===== src/sv/bctd_pkg.sv =====
// Shared types and constants for the BC1/BC2/BC3 texel block decoder.
// No dependencies; every other file of the block imports this package.
package bctd_pkg;

    localparam logic [1:0] FMT_BC1 = 2'd0;
    localparam logic [1:0] FMT_BC2 = 2'd1;

    localparam logic [3:0] LAST_TEXEL_IDX = 4'd15;
    localparam logic [7:0] ALPHA_OPAQUE_VAL = 8'd255;

    typedef enum logic [1:0] {
        ALPHA_OPAQUE   = 2'd0,
        ALPHA_EXPLICIT = 2'd1,
        ALPHA_INTERP   = 2'd2
    } alpha_kind_t;

    typedef struct packed {
        logic [7:0] r;
        logic [7:0] g;
        logic [7:0] b;
    } rgb_t;

    // One classified block, as handed from the front end to the back end.
    typedef struct packed {
        alpha_kind_t     alpha_kind;
        rgb_t [3:0]      color_pal;
        logic [7:0][7:0] alpha_pal;
        logic [63:0]     alpha_bits;
        logic [31:0]     color_idx;
    } blk_rec_t;

endpackage


===== src/sv/bctd_front.sv =====
// Front end: accepts compressed blocks, holds the format register and builds
// the colour and alpha palettes of each block. Depends on bctd_pkg.
module bctd_front
    import bctd_pkg::*;
(
    input  logic        aclk,
    input  logic        aresetn,
    input  logic        cfg_wr_en,
    input  logic [1:0]  cfg_wr_data,
    input  logic        s_valid,
    output logic        s_ready,
    input  logic [63:0] s_alpha_block,
    input  logic [63:0] s_color_block,
    output logic        rec_valid,
    input  logic        rec_ready,
    output blk_rec_t    rec_data
);

    logic [1:0]  fmt_reg;
    logic        stage_valid_reg, stage_valid_next;
    logic [63:0] alpha_word_reg;
    logic [63:0] color_word_reg;
    logic        push;

    // Divisions by constants as reciprocal multiplications; each is exact
    // over the range of operands that the palettes can produce.
    function automatic logic [7:0] div3(input logic [9:0] x);
        logic [21:0] prod;
        prod = {12'd0, x} * 22'd2731;
        return prod[20:13];
    endfunction

    function automatic logic [7:0] div5(input logic [10:0] x);
        logic [24:0] prod;
        prod = {14'd0, x} * 25'd3277;
        return prod[21:14];
    endfunction

    function automatic logic [7:0] div7(input logic [10:0] x);
        logic [24:0] prod;
        prod = {14'd0, x} * 25'd2341;
        return prod[21:14];
    endfunction

    function automatic rgb_t expand565(input logic [15:0] c);
        rgb_t v;
        v.r = {c[15:11], 3'b000};
        v.g = {c[10:5], 2'b00};
        v.b = {c[4:0], 3'b000};
        return v;
    endfunction

    always_ff @(posedge aclk) begin
        if (!aresetn) begin
            fmt_reg         <= FMT_BC1;
            stage_valid_reg <= 1'b0;
        end else begin
            if (cfg_wr_en) begin
                fmt_reg <= cfg_wr_data;
            end
            stage_valid_reg <= stage_valid_next;
        end
    end

    always_ff @(posedge aclk) begin
        if (s_valid && s_ready) begin
            alpha_word_reg <= s_alpha_block;
            color_word_reg <= s_color_block;
        end
    end

    assign push    = stage_valid_reg && rec_ready;
    assign s_ready = !stage_valid_reg || push;

    always_comb begin
        stage_valid_next = stage_valid_reg;
        if (s_valid && s_ready) begin
            stage_valid_next = 1'b1;
        end else if (push) begin
            stage_valid_next = 1'b0;
        end
    end

    assign rec_valid = stage_valid_reg;

    always_comb begin
        logic [15:0] c0, c1;
        logic [7:0]  a0, a1;
        logic        four_color;
        rgb_t        p0, p1;
        logic [10:0] wsum;

        c0 = color_word_reg[15:0];
        c1 = color_word_reg[31:16];
        a0 = alpha_word_reg[7:0];
        a1 = alpha_word_reg[15:8];
        p0 = expand565(c0);
        p1 = expand565(c1);
        four_color = (c0 > c1) || (fmt_reg != FMT_BC1);

        rec_data = '0;
        rec_data.color_pal[0] = p0;
        rec_data.color_pal[1] = p1;
        if (four_color) begin
            rec_data.color_pal[2].r = div3({1'b0, p0.r, 1'b0} + {2'b00, p1.r} + 10'd1);
            rec_data.color_pal[2].g = div3({1'b0, p0.g, 1'b0} + {2'b00, p1.g} + 10'd1);
            rec_data.color_pal[2].b = div3({1'b0, p0.b, 1'b0} + {2'b00, p1.b} + 10'd1);
            rec_data.color_pal[3].r = div3({2'b00, p0.r} + {1'b0, p1.r, 1'b0} + 10'd1);
            rec_data.color_pal[3].g = div3({2'b00, p0.g} + {1'b0, p1.g, 1'b0} + 10'd1);
            rec_data.color_pal[3].b = div3({2'b00, p0.b} + {1'b0, p1.b, 1'b0} + 10'd1);
        end else begin
            // Three-colour mode: rounded mean, and black for the fourth entry.
            rec_data.color_pal[2].r = 8'(({1'b0, p0.r} + {1'b0, p1.r} + 9'd1) >> 1);
            rec_data.color_pal[2].g = 8'(({1'b0, p0.g} + {1'b0, p1.g} + 9'd1) >> 1);
            rec_data.color_pal[2].b = 8'(({1'b0, p0.b} + {1'b0, p1.b} + 9'd1) >> 1);
            rec_data.color_pal[3]   = '0;
        end

        rec_data.alpha_pal[0] = a0;
        rec_data.alpha_pal[1] = a1;
        for (int k = 2; k < 8; k++) begin
            if (a0 > a1) begin
                wsum = 11'(a0) * 11'(8 - k) + 11'(a1) * 11'(k - 1);
                rec_data.alpha_pal[k] = div7(wsum);
            end else if (k == 6) begin
                wsum = '0;
                rec_data.alpha_pal[k] = 8'd0;
            end else if (k == 7) begin
                wsum = '0;
                rec_data.alpha_pal[k] = ALPHA_OPAQUE_VAL;
            end else begin
                wsum = 11'(a0) * 11'(6 - k) + 11'(a1) * 11'(k - 1);
                rec_data.alpha_pal[k] = div5(wsum);
            end
        end

        if (fmt_reg[1]) begin
            rec_data.alpha_kind = ALPHA_INTERP;
        end else if (fmt_reg == FMT_BC2) begin
            rec_data.alpha_kind = ALPHA_EXPLICIT;
        end else begin
            rec_data.alpha_kind = ALPHA_OPAQUE;
        end
        rec_data.alpha_bits = alpha_word_reg;
        rec_data.color_idx  = color_word_reg[63:32];
    end

endmodule


===== src/sv/bctd_queue.sv =====
// Short first-in first-out queue of classified blocks between front and
// back end. Depends on bctd_pkg for the record type.
module bctd_queue
    import bctd_pkg::*;
#(
    parameter int DEPTH = 2
) (
    input  logic     aclk,
    input  logic     aresetn,
    input  logic     wr_valid,
    output logic     wr_ready,
    input  blk_rec_t wr_data,
    output logic     rd_valid,
    input  logic     rd_pop,
    output blk_rec_t rd_data
);

    localparam int PTR_W = (DEPTH > 1) ? $clog2(DEPTH) : 1;
    localparam int CNT_W = $clog2(DEPTH + 1);
    localparam logic [PTR_W-1:0] LAST_PTR  = PTR_W'(DEPTH - 1);
    localparam logic [CNT_W-1:0] DEPTH_CNT = CNT_W'(DEPTH);

    blk_rec_t          mem_reg [DEPTH];
    logic [PTR_W-1:0]  wr_ptr_reg, wr_ptr_next;
    logic [PTR_W-1:0]  rd_ptr_reg, rd_ptr_next;
    logic [CNT_W-1:0]  count_reg, count_next;
    logic              push, pop;

    assign wr_ready = (count_reg != DEPTH_CNT);
    assign rd_valid = (count_reg != '0);
    assign push     = wr_valid && wr_ready;
    assign pop      = rd_pop && rd_valid;
    assign rd_data  = mem_reg[rd_ptr_reg];

    always_comb begin
        wr_ptr_next = wr_ptr_reg;
        rd_ptr_next = rd_ptr_reg;
        count_next  = count_reg;
        if (push) begin
            wr_ptr_next = (wr_ptr_reg == LAST_PTR) ? '0 : wr_ptr_reg + 1'b1;
        end
        if (pop) begin
            rd_ptr_next = (rd_ptr_reg == LAST_PTR) ? '0 : rd_ptr_reg + 1'b1;
        end
        if (push && !pop) begin
            count_next = count_reg + 1'b1;
        end else if (pop && !push) begin
            count_next = count_reg - 1'b1;
        end
    end

    always_ff @(posedge aclk) begin
        if (!aresetn) begin
            wr_ptr_reg <= '0;
            rd_ptr_reg <= '0;
            count_reg  <= '0;
        end else begin
            wr_ptr_reg <= wr_ptr_next;
            rd_ptr_reg <= rd_ptr_next;
            count_reg  <= count_next;
        end
    end

    always_ff @(posedge aclk) begin
        if (push) begin
            mem_reg[wr_ptr_reg] <= wr_data;
        end
    end

    assert property (@(posedge aclk) disable iff (!aresetn)
        count_reg <= DEPTH_CNT)
        else $error("queue occupancy exceeds its depth");

    assert property (@(posedge aclk) disable iff (!aresetn)
        (push && !pop) |=> (count_reg == $past(count_reg) + 1'b1))
        else $error("queue occupancy did not follow a lone write");

endmodule


===== src/sv/bctd_back.sv =====
// Back end: walks the sixteen texels of a classified block, one per cycle
// unless stalled, into the result output register. Depends on bctd_pkg.
module bctd_back
    import bctd_pkg::*;
(
    input  logic       aclk,
    input  logic       aresetn,
    input  logic       rec_valid,
    output logic       rec_pop,
    input  blk_rec_t   rec_data,
    output logic       m_valid,
    input  logic       m_ready,
    output logic [3:0] m_texel_index,
    output logic [7:0] m_red,
    output logic [7:0] m_green,
    output logic [7:0] m_blue,
    output logic [7:0] m_alpha_out,
    output logic       m_last_texel
);

    blk_rec_t   cur_reg, cur_next;
    logic       busy_reg, busy_next;
    logic [3:0] cnt_reg, cnt_next;
    logic       out_valid_reg, out_valid_next;
    logic [3:0] idx_reg, idx_next;
    rgb_t       rgb_reg, rgb_next;
    logic [7:0] alpha_reg, alpha_next;
    logic       last_reg, last_next;
    logic       advance;
    logic       load;

    assign advance = !out_valid_reg || m_ready;
    // A new block is taken when idle, or as the last texel of the current one moves into the output register.
    assign load    = rec_valid && (!busy_reg || (advance && cnt_reg == LAST_TEXEL_IDX));
    assign rec_pop = load;

    always_comb begin
        logic [1:0] ci;
        logic [3:0] nib;
        logic [2:0] ai;

        ci  = cur_reg.color_idx[{cnt_reg, 1'b0} +: 2];
        nib = cur_reg.alpha_bits[{cnt_reg, 2'b00} +: 4];
        ai  = cur_reg.alpha_bits[6'd16 + 6'(cnt_reg) * 6'd3 +: 3];

        cur_next       = cur_reg;
        busy_next      = busy_reg;
        cnt_next       = cnt_reg;
        out_valid_next = out_valid_reg;
        idx_next       = idx_reg;
        rgb_next       = rgb_reg;
        alpha_next     = alpha_reg;
        last_next      = last_reg;

        if (advance) begin
            out_valid_next = busy_reg;
            if (busy_reg) begin
                idx_next  = cnt_reg;
                rgb_next  = cur_reg.color_pal[ci];
                last_next = (cnt_reg == LAST_TEXEL_IDX);
                case (cur_reg.alpha_kind)
                    ALPHA_EXPLICIT: alpha_next = {nib, nib};
                    ALPHA_INTERP:   alpha_next = cur_reg.alpha_pal[ai];
                    default:        alpha_next = ALPHA_OPAQUE_VAL;
                endcase
                cnt_next = cnt_reg + 1'b1;
                if (cnt_reg == LAST_TEXEL_IDX) begin
                    busy_next = 1'b0;
                end
            end
        end

        if (load) begin
            cur_next  = rec_data;
            busy_next = 1'b1;
            cnt_next  = '0;
        end
    end

    always_ff @(posedge aclk) begin
        if (!aresetn) begin
            busy_reg      <= 1'b0;
            cnt_reg       <= '0;
            out_valid_reg <= 1'b0;
        end else begin
            busy_reg      <= busy_next;
            cnt_reg       <= cnt_next;
            out_valid_reg <= out_valid_next;
        end
    end

    always_ff @(posedge aclk) begin
        cur_reg   <= cur_next;
        idx_reg   <= idx_next;
        rgb_reg   <= rgb_next;
        alpha_reg <= alpha_next;
        last_reg  <= last_next;
    end

    assign m_valid       = out_valid_reg;
    assign m_texel_index = idx_reg;
    assign m_red         = rgb_reg.r;
    assign m_green       = rgb_reg.g;
    assign m_blue        = rgb_reg.b;
    assign m_alpha_out   = alpha_reg;
    assign m_last_texel  = last_reg;

    assert property (@(posedge aclk) disable iff (!aresetn)
        (m_valid && m_last_texel) |-> (m_texel_index == LAST_TEXEL_IDX))
        else $error("last flag on a texel other than the sixteenth");

    assert property (@(posedge aclk) disable iff (!aresetn)
        (m_valid && m_ready && !m_last_texel)
            |=> (m_valid && m_texel_index == $past(m_texel_index) + 4'd1))
        else $error("texels of a block not delivered without a gap and in order");

endmodule


===== src/sv/bc1_bc3_texel_block_decoder.sv =====
// Top level of the BC1/BC2/BC3 texel block decoder: front end, block queue
// and back end. Depends on bctd_pkg, bctd_front, bctd_queue and bctd_back.
//
// Usage:
//   The input channel (s_valid/s_ready) takes one compressed 4x4 block per
//   transaction: s_alpha_block and s_color_block, both 64 bits. The result
//   channel (m_valid/m_ready) gives the sixteen texels of each block in row
//   order, one transaction each, with m_last_texel on the sixteenth.
//   cfg_wr_en/cfg_wr_data write the format register (BC1, BC2, BC3) and take
//   effect for blocks accepted afterwards; write it only while idle.
//   A block passes the input stage, the queue, the back end's block register
//   and the result output register before its first texel appears. The
//   result channel carries one texel a cycle while the receiver is ready;
//   consecutive blocks stream with no gap between their texels.
//   Up to QUEUE_DEPTH + 2 blocks can be held (input stage, queue and the
//   block being emitted), so new blocks are accepted while texels wait.
//   When the receiver stalls, the current texel holds and the input channel
//   stops accepting once that storage is full. Synchronous reset clears
//   all handshake state, empties the queue and sets the format to BC1.
module bc1_bc3_texel_block_decoder
    import bctd_pkg::*;
#(
    parameter int QUEUE_DEPTH = 2
) (
    input  logic        aclk,
    input  logic        aresetn,
    input  logic        cfg_wr_en,
    input  logic [1:0]  cfg_wr_data,
    input  logic        s_valid,
    output logic        s_ready,
    input  logic [63:0] s_alpha_block,
    input  logic [63:0] s_color_block,
    output logic        m_valid,
    input  logic        m_ready,
    output logic [3:0]  m_texel_index,
    output logic [7:0]  m_red,
    output logic [7:0]  m_green,
    output logic [7:0]  m_blue,
    output logic [7:0]  m_alpha_out,
    output logic        m_last_texel
);

    logic     front_valid;
    logic     front_ready;
    blk_rec_t front_rec;
    logic     q_valid;
    logic     q_pop;
    blk_rec_t q_rec;

    bctd_front u_front (
        .aclk          (aclk),
        .aresetn       (aresetn),
        .cfg_wr_en     (cfg_wr_en),
        .cfg_wr_data   (cfg_wr_data),
        .s_valid       (s_valid),
        .s_ready       (s_ready),
        .s_alpha_block (s_alpha_block),
        .s_color_block (s_color_block),
        .rec_valid     (front_valid),
        .rec_ready     (front_ready),
        .rec_data      (front_rec)
    );

    bctd_queue #(
        .DEPTH (QUEUE_DEPTH)
    ) u_queue (
        .aclk     (aclk),
        .aresetn  (aresetn),
        .wr_valid (front_valid),
        .wr_ready (front_ready),
        .wr_data  (front_rec),
        .rd_valid (q_valid),
        .rd_pop   (q_pop),
        .rd_data  (q_rec)
    );

    bctd_back u_back (
        .aclk          (aclk),
        .aresetn       (aresetn),
        .rec_valid     (q_valid),
        .rec_pop       (q_pop),
        .rec_data      (q_rec),
        .m_valid       (m_valid),
        .m_ready       (m_ready),
        .m_texel_index (m_texel_index),
        .m_red         (m_red),
        .m_green       (m_green),
        .m_blue        (m_blue),
        .m_alpha_out   (m_alpha_out),
        .m_last_texel  (m_last_texel)
    );

endmodule


===== config.mk =====
export PLATFORM = sky130hd
export DESIGN_NAME = bc1_bc3_texel_block_decoder
export DESIGN_NICKNAME = d
export VERILOG_FILES = /design/src/sv/bctd_pkg.sv /design/src/sv/bctd_front.sv /design/src/sv/bctd_queue.sv /design/src/sv/bctd_back.sv /design/src/sv/bc1_bc3_texel_block_decoder.sv
export SDC_FILE = /design/constraint.sdc
export NUM_CORES = 2
export LEC_CHECK = 0
export CAP_MARGIN = 20
export CORE_UTILIZATION = 51
export CTS_BUF_LIST = sky130_fd_sc_hd__clkbuf_8
export DETAILED_ROUTE_END_ITERATION = 10
export DONT_BUFFER_PORTS = 1
export GPL_TIMING_DRIVEN = 0
export HOLD_SLACK_MARGIN = 0.08
export PLACE_DENSITY = 0.69
export SYNTH_ARGS = -nofsm -noshare
export SYNTH_HDL_FRONTEND = slang
export SYNTH_HIERARCHICAL = 1
export SYNTH_SLANG_ARGS = --single-unit

===== constraint.sdc =====
create_clock -name aclk -period 9.18 [get_ports aclk]
set_input_delay 1.836 -clock aclk [delete_from_list [all_inputs] [get_ports aclk]]
set_output_delay 1.836 -clock aclk [all_outputs]
set_load 0.05 [all_outputs]

* Word level (Yosys, flattened, before mapping) *
Memories as Yosys holds them, arrays and structs flattened. A register that Yosys moved wholly into a read port is not among the register bits.
Cells that the tools add are included.

storage, ports and cells
  register bits after elaboration = 226
  bits in writable memories = 484
  bits of input ports = 135
  output and inout bits = 39
  word-level logic and storage cells = 142
  memories = 1

operators by class
  add/subtract/negate cells = 34
  multiply operators = 23
  magnitude comparators = 4
  eq/ne operators = 5
  shift operators = 3
  muxes and demuxes = 26
  bitwise gates (word level) = 1
  reduce and logical (&&, ||, !) cells = 23

memory list
  name             words  bits a word  rd ports  clocked after memory_dff  wr ports  RTL line          text
  u_queue.mem_reg  2      242          1         1                         1         bctd_queue.sv:23  blk_rec_t mem_reg [DEPTH];

operators with widths
  kind                                                                    count
  11-bit by 12-bit multiplier with 22-bit output (second input constant)  10
  10-bit by 12-bit multiplier with 21-bit output (second input constant)  6
  64-bit by 7-bit indexed part select with 3-bit output                   1
  64-bit by 7-bit indexed part select with 4-bit output                   1
  10-bit by 1-bit adder with 10-bit output (second input constant)        6
  8-bit two-way mux                                                       7
  24-bit binary-select mux with 2-bit select                              1
  48-bit two-way mux                                                      1
  8-bit by 2-bit multiplier with 10-bit output (second input constant)    4
  32-bit by 6-bit indexed part select with 2-bit output                   1
  8-bit by 9-bit adder with 10-bit output                                 3
  9-bit by 8-bit adder with 10-bit output                                 3
  8-bit by 8-bit adder with 9-bit output                                  3
  9-bit by 1-bit adder with 9-bit output (second input constant)          3
  8-bit binary-select mux with 3-bit select                               1
  24-bit two-way mux                                                      1
  10-bit by 10-bit adder with 11-bit output                               2
  8-bit by 3-bit multiplier with 11-bit output (second input constant)    2
  16-bit > comparator                                                     1
  8-bit case mux with 2 select lines                                      1
  10-bit by 8-bit adder with 11-bit output                                1
  10-bit by 9-bit adder with 11-bit output                                1
  11-bit by 8-bit adder with 11-bit output                                1
  11-bit by 9-bit adder with 11-bit output                                1
  26 further kinds                                                        57

* Depth between registers and ports, before layout *
  depth after elaboration = 9
  mapped depth = 32

* Hierarchy *
The synthesis kept the hierarchy.

modules (own cells, without submodules)
  module      instances  cells each  area an instance (sq um)
  bctd_front  1          3713        36232.2
  bctd_queue  1          827         19701.4
  bctd_back   1          649         13192.7

* Worst setup path after synthesis *
OpenSTA, ideal clock, no wires.

  kind = input to register
  start = input port m_ready
  end = register u_queue.count_reg[1]
  data arrival time = 9.835 ns
  slack = -0.725 ns
  cell stages on the path = 7
  path buffers = 0
  cell sequence = nor2b_1 -> o21ai_0 -> and2_1 -> o21ai_1 -> ha_1 -> or3_1 -> a21boi_1

between the ends
  cells in the longest elaborated chain, start to end = 8
  elaborated cells between the ends (all ways) = 10
  those cells by class = 1 x mux; 9 x reduce/logical

RTL lines
  element                                                  RTL line                           text
  from (decl)                                              bc1_bc3_texel_block_decoder.sv:34  input logic m_ready,
  1-bit logical OR *                                       bctd_back.sv:32                    assign advance = !out_valid_reg || m_ready;
  1-bit logical AND *                                      bctd_back.sv:34                    assign load = rec_valid && (!busy_reg || (advance && cnt_reg == LAST_TEXEL_IDX));
  1-bit logical OR *                                       bctd_back.sv:34
  1-bit logical AND *                                      bctd_back.sv:34
  via q_pop                                                bc1_bc3_texel_block_decoder.sv:47  logic q_pop;
  1-bit logical AND *                                      bctd_queue.sv:32                   assign pop = rd_pop && rd_valid;
  1-bit zero test                                          bctd_queue.sv:45                   if (push && !pop) begin
  1-bit logical AND                                        bctd_queue.sv:45
  2-bit two-way mux or 2-bit nonzero test (tied branches)  -
  to (signal assigned)                                     bctd_queue.sv:60                   count_reg <= count_next;
  to (decl)                                                bctd_queue.sv:26                   logic [CNT_W-1:0] count_reg, count_next;

Mark *: on every way through the listed nets, which the timed path passes. The rest lies on a longest branch.
A chain may end at the register's enable or synchronous reset.

==> flow_summary_export.csv <==
group,metric,value,unit
route,drt-wirelength-per-cell,20.5,um
sta,postLayoutSetupSlackWorst,0.253,ns
finish,post_route_cells_drive_above_1_share,13.4,%
worst_setup_path,path_class,"flop to flop",
route,dr.first_iter.drc_count,2476,
cts,clk_root_buffer_cell,"sky130_fd_sc_hd__clkbuf_8",
route,vias,40300,
global_routing,grt_pass1_wl,232000,um
sta,max_slew_margin,23.3,%
floorplan,placement_rows,134,
cts,tritoncts.num_buffers,155,
place,hpwl,115000,um
sta,final-hold-violation-count,0,
hold_path,hold-path-cell-count,0,
global_routing,grt_max_degree,119,
finish,fin_nets,7012,
synth,syn_area_per_cell,13.3,um^2
sta,setup_viol,0,
finish,multi_input_area,37100,um^2
sta,grt_setup_unrepaired,"no",
floorplan,ioPinCount,174,
synth,postSynth.topFlopCell,"sky130_fd_sc_hd__edfxtp_1",
global_routing,most_heavily_used_metal_layer_in_global_routing,"met2",
sta,tightestPinTransition,1.15,ns
synth,synth_top_area_share,40.8,%
cts,clock_tree.buffer_depth,3,
hold_path,timing.hold.worst.start,"u_front/color_word_reg[62]$_DFFE_PP_",
worst_setup_path,required,9.66,ns
synth,ys_async_sr_fraction,0,%
route,remaining_drc_errors,0,
cts,clk_latency,0.85,ns
synth,yosysUniqueCellTypes,99,
finish,final.fill_count,10700,
synth,post_synth_edffs,939,
worst_setup_path,worst_path_dominant_cell_family,"adder cells",
cts,cts_hold_repair.buffers,0,
route,antenna_left,0,
outcome,result_of_the_run,"finished clean",
floorplan,die_height,370,um
finish,seq_area,28500,um^2
sta,final.period_utilization,97.2,%
worst_setup_path,buffers_inverters_on_critical_path,2,
global_routing,grtUsageMet1,28.6,%
floorplan,fp.coreArea,134000,um^2
worst_setup_path,max_stage_delay,1.11,ns
global_routing,grtUsageMet3,4.38,%
sta,fin_skew,0.0492,ns
place,pre_cts_slack,-0.470,ns
cts,clock_tree_from_tritoncts,"built",
finish,largest_register_ffs,516,
sta,layout_min_cycle_time,8.93,ns
synth,synth-seq-cells,953,
worst_setup_path,critical_path.most_common_cell,"sky130_fd_sc_hd__ha_1",
global_routing,grt_util_all_layers,22.1,%
floorplan,die-area,137000,um^2
route,drt_pass1_iterations,5,
place,numPortBuffers,0,
route,post_drt_via_cell_ratio,5.52,
cts,clk_pin_slew,0.07,ns
route,wirelength,150000,um
synth,sequential_element_share_of_the_synthesized_area,41.2,%
synth,syn_inst,5189,
sta,maxClockFrequency,112,MHz
worst_setup_path,worst_r2r_endpoint,"u_queue/mem_reg[0][131]$_DFFE_PP_",
synth,top_cells_by_area_synth,"sky130_fd_sc_hd__edfxtp_1 41%, sky130_fd_sc_hd__ha_1 21%, sky130_fd_sc_hd__fa_1 9.6%",
floorplan,chipWidth,370,um
worst_setup_path,critical_path.startpoint_type,"flop",
global_routing,globalRouteOverflowTotal,0,
job,max_cap_violations,0,
cts,numClockSinks,953,
global_routing,global_route.usage.met2,37.3,%
worst_setup_path,rr_worst_depth,26,
global_routing,antenna_found_initial,6,
floorplan,initial_core_util,51.6,%
cts,h-tree-depth,4,
synth,mappedNetlistArea,69100,um^2
worst_setup_path,critPathSlowestCell,"sky130_fd_sc_hd__edfxtp_1",
finish,layout-area-overhead-vs-synth,8.98,%
worst_setup_path,crit_path_arrival_time,9.41,ns
hold_path,min_path_type,"flop to flop",
worst_setup_path,reg2reg_slack,0.25,ns
hold_path,min_to,"u_queue/mem_reg[0][30]$_DFFE_PP_",
sta,slew_viol_final,0,
worst_setup_path,worstSetupEndpointType,"flop",
worst_setup_path,worstPathMaxFanout,13,
global_routing,vias_in_the_first_global_route,41900,
worst_setup_path,crit-reg2reg-launch,"u_front/alpha_word_reg[12]$_DFFE_PP_",
synth,synth.yosys.warnings,6,
place,gp_congestion,0.928,
synth,synth_largest_area_cell,"sky130_fd_sc_hd__edfxtp_1",
==> worst register-to-register path, delay by kind of cell, from the launching register on <==
family	cells	cell delay (ns)
AO/OA/AOI/OAI	8	2.04
adder cells (fa/ha/maj)	8	2.93
AND/OR/NAND/NOR	5	1.67
flip-flops	1	1.11
buffers and inverters	2	0.16
XOR/XNOR	3	0.70
==> layer usage <==
metal | vias up | share of wire, %
met5 | - | 0.014
met3 | 232 | 5.5
met1 | 19800 | 43
met2 | 929 | 48
met4 | 4 | 2.8
li1 | 19300 | -
==> area by class of cell <==
class / instances / share of cell area (%)
Antenna cell: 2 / 0.00664
Clock buffer: 161 / 2.94
Buffer: 122 / 1.30
Inverter: 722 / 3.61
Sequential cell: 953 / 37.8
Timing Repair Buffer: 42 / 1.17
Multi-Input combinational cell: 3407 / 49.2
Clock inverter: 119 / 1.03
Tap cell: 1768 / 2.94
==> metrics by stage <==
step | hold slack (ns) | utilization (%) | TNS, ns | cells | cell area [um^2]
5_1_grt | 0.447 | 56.2 | 0 | 7295 | 75300
3_5_place_dp | 0.430 | 53.9 | -4.73 | 7001 | 72200
3_3_place_gp | 0.426 | 53.3 | -564.72 | 6972 | 71400
4_1_cts | 0.435 | 56.1 | 0 | 7285 | 75200
2_1_floorplan | 0.421 | - | 0 | 5204 | 69200
6_report | 0.445 | 56.2 | 0 | 7296 | 75300
==> how the worst max path moves through the flow <==
stage,startpoint,to,slack (ns),depth (start not counted)
floorplan,u_front/alpha_word_reg[8]$_DFFE_PP_,u_queue/mem_reg[0][131]$_DFFE_PP_,1.43,29
global placement,u_queue/count_reg[0]$_SDFFE_PN0P_,u_queue/mem_reg[1][166]$_DFFE_PP_,-1.81,2
detailed placement,u_front/alpha_word_reg[10]$_DFFE_PP_,u_queue/mem_reg[0][131]$_DFFE_PP_,-0.47,28
CTS,u_front/alpha_word_reg[11]$_DFFE_PP_,u_queue/mem_reg[0][131]$_DFFE_PP_,0.03,26
global route,u_front/alpha_word_reg[8]$_DFFE_PP_,u_queue/mem_reg[0][131]$_DFFE_PP_,0.002,30
finish,u_front/alpha_word_reg[12]$_DFFE_PP_,u_queue/mem_reg[0][131]$_DFFE_PP_,0.25,26
==> synth_stat cells (9+ instances only) <==
master,number
sky130_fd_sc_hd__a2111oi_0,28
sky130_fd_sc_hd__a211oi_1,17
sky130_fd_sc_hd__a21boi_0,10
sky130_fd_sc_hd__a21o_1,64
sky130_fd_sc_hd__a21oi_1,200
sky130_fd_sc_hd__a31oi_1,17
sky130_fd_sc_hd__and2_1,23
sky130_fd_sc_hd__and3_1,29
sky130_fd_sc_hd__and3_2,10
sky130_fd_sc_hd__buf_2,14
sky130_fd_sc_hd__buf_4,37
sky130_fd_sc_hd__buf_6,30
sky130_fd_sc_hd__clkbuf_1,28
sky130_fd_sc_hd__dfxtp_1,14
sky130_fd_sc_hd__edfxtp_1,939
sky130_fd_sc_hd__fa_1,330
sky130_fd_sc_hd__ha_1,1144
sky130_fd_sc_hd__inv_1,721
sky130_fd_sc_hd__mux2_2,60
sky130_fd_sc_hd__mux2_4,200
sky130_fd_sc_hd__mux2i_1,19
sky130_fd_sc_hd__mux4_1,26
sky130_fd_sc_hd__mux4_2,73
sky130_fd_sc_hd__nand2_1,116
sky130_fd_sc_hd__nand2b_1,21
sky130_fd_sc_hd__nand3_1,48
sky130_fd_sc_hd__nand4_1,19
sky130_fd_sc_hd__nor2_1,163
sky130_fd_sc_hd__nor2b_1,44
sky130_fd_sc_hd__nor3_1,59
sky130_fd_sc_hd__o211ai_1,17
sky130_fd_sc_hd__o21a_1,39
sky130_fd_sc_hd__o21ai_0,115
sky130_fd_sc_hd__o21bai_1,33
sky130_fd_sc_hd__o22ai_1,9
sky130_fd_sc_hd__o31ai_1,12
sky130_fd_sc_hd__o41ai_1,18
sky130_fd_sc_hd__or2_2,18
sky130_fd_sc_hd__or3_1,22
sky130_fd_sc_hd__xnor2_1,150
sky130_fd_sc_hd__xor2_1,96
==> placed cells by master (no fill, tap or decap), types with 60 or more instances in the layout <==
master / instances
sky130_fd_sc_hd__edfxtp_1: 939
sky130_fd_sc_hd__inv_1: 760
sky130_fd_sc_hd__nor2_1: 163
sky130_fd_sc_hd__ha_1: 1144
sky130_fd_sc_hd__xor2_1: 95
sky130_fd_sc_hd__o21ai_0: 115
sky130_fd_sc_hd__nand2_1: 116
sky130_fd_sc_hd__mux2_4: 200
sky130_fd_sc_hd__mux2_2: 60
sky130_fd_sc_hd__fa_1: 330
sky130_fd_sc_hd__mux4_2: 73
sky130_fd_sc_hd__xnor2_1: 147
sky130_fd_sc_hd__clkbuf_8: 168
sky130_fd_sc_hd__a21oi_1: 200
sky130_fd_sc_hd__a21o_1: 64
==> repair_timing <==
action | CTS | global route
gates resized for setup | 1 | 8
setup endpoints to repair | 18 | 22
setup buffers | 4 | 8
==> logic make-up (layout without fill, tap and decap cells) <==
| group | count (synthesis) | after routing | share of synthesized area, % |
|---|---|---|---|
| other | 1 | 18 | 0.00542 |
| buffers and inverters | 844 | 1166 | 5.33 |
| DFF | 953 | 953 | 41.2 |
| xor gates and xnor gates | 248 | 248 | 3.18 |
| and+or+nand+nor | 623 | 623 | 4.60 |
| adders and majority gates | 1474 | 1474 | 30.3 |
| AOI/OAI and AO/OA | 666 | 666 | 6.39 |
| muxes | 380 | 380 | 9.04 |
Power is left out: the tool's default activity adds up to more than one toggle a clock period on the data nets, which glitch-free logic cannot reach.
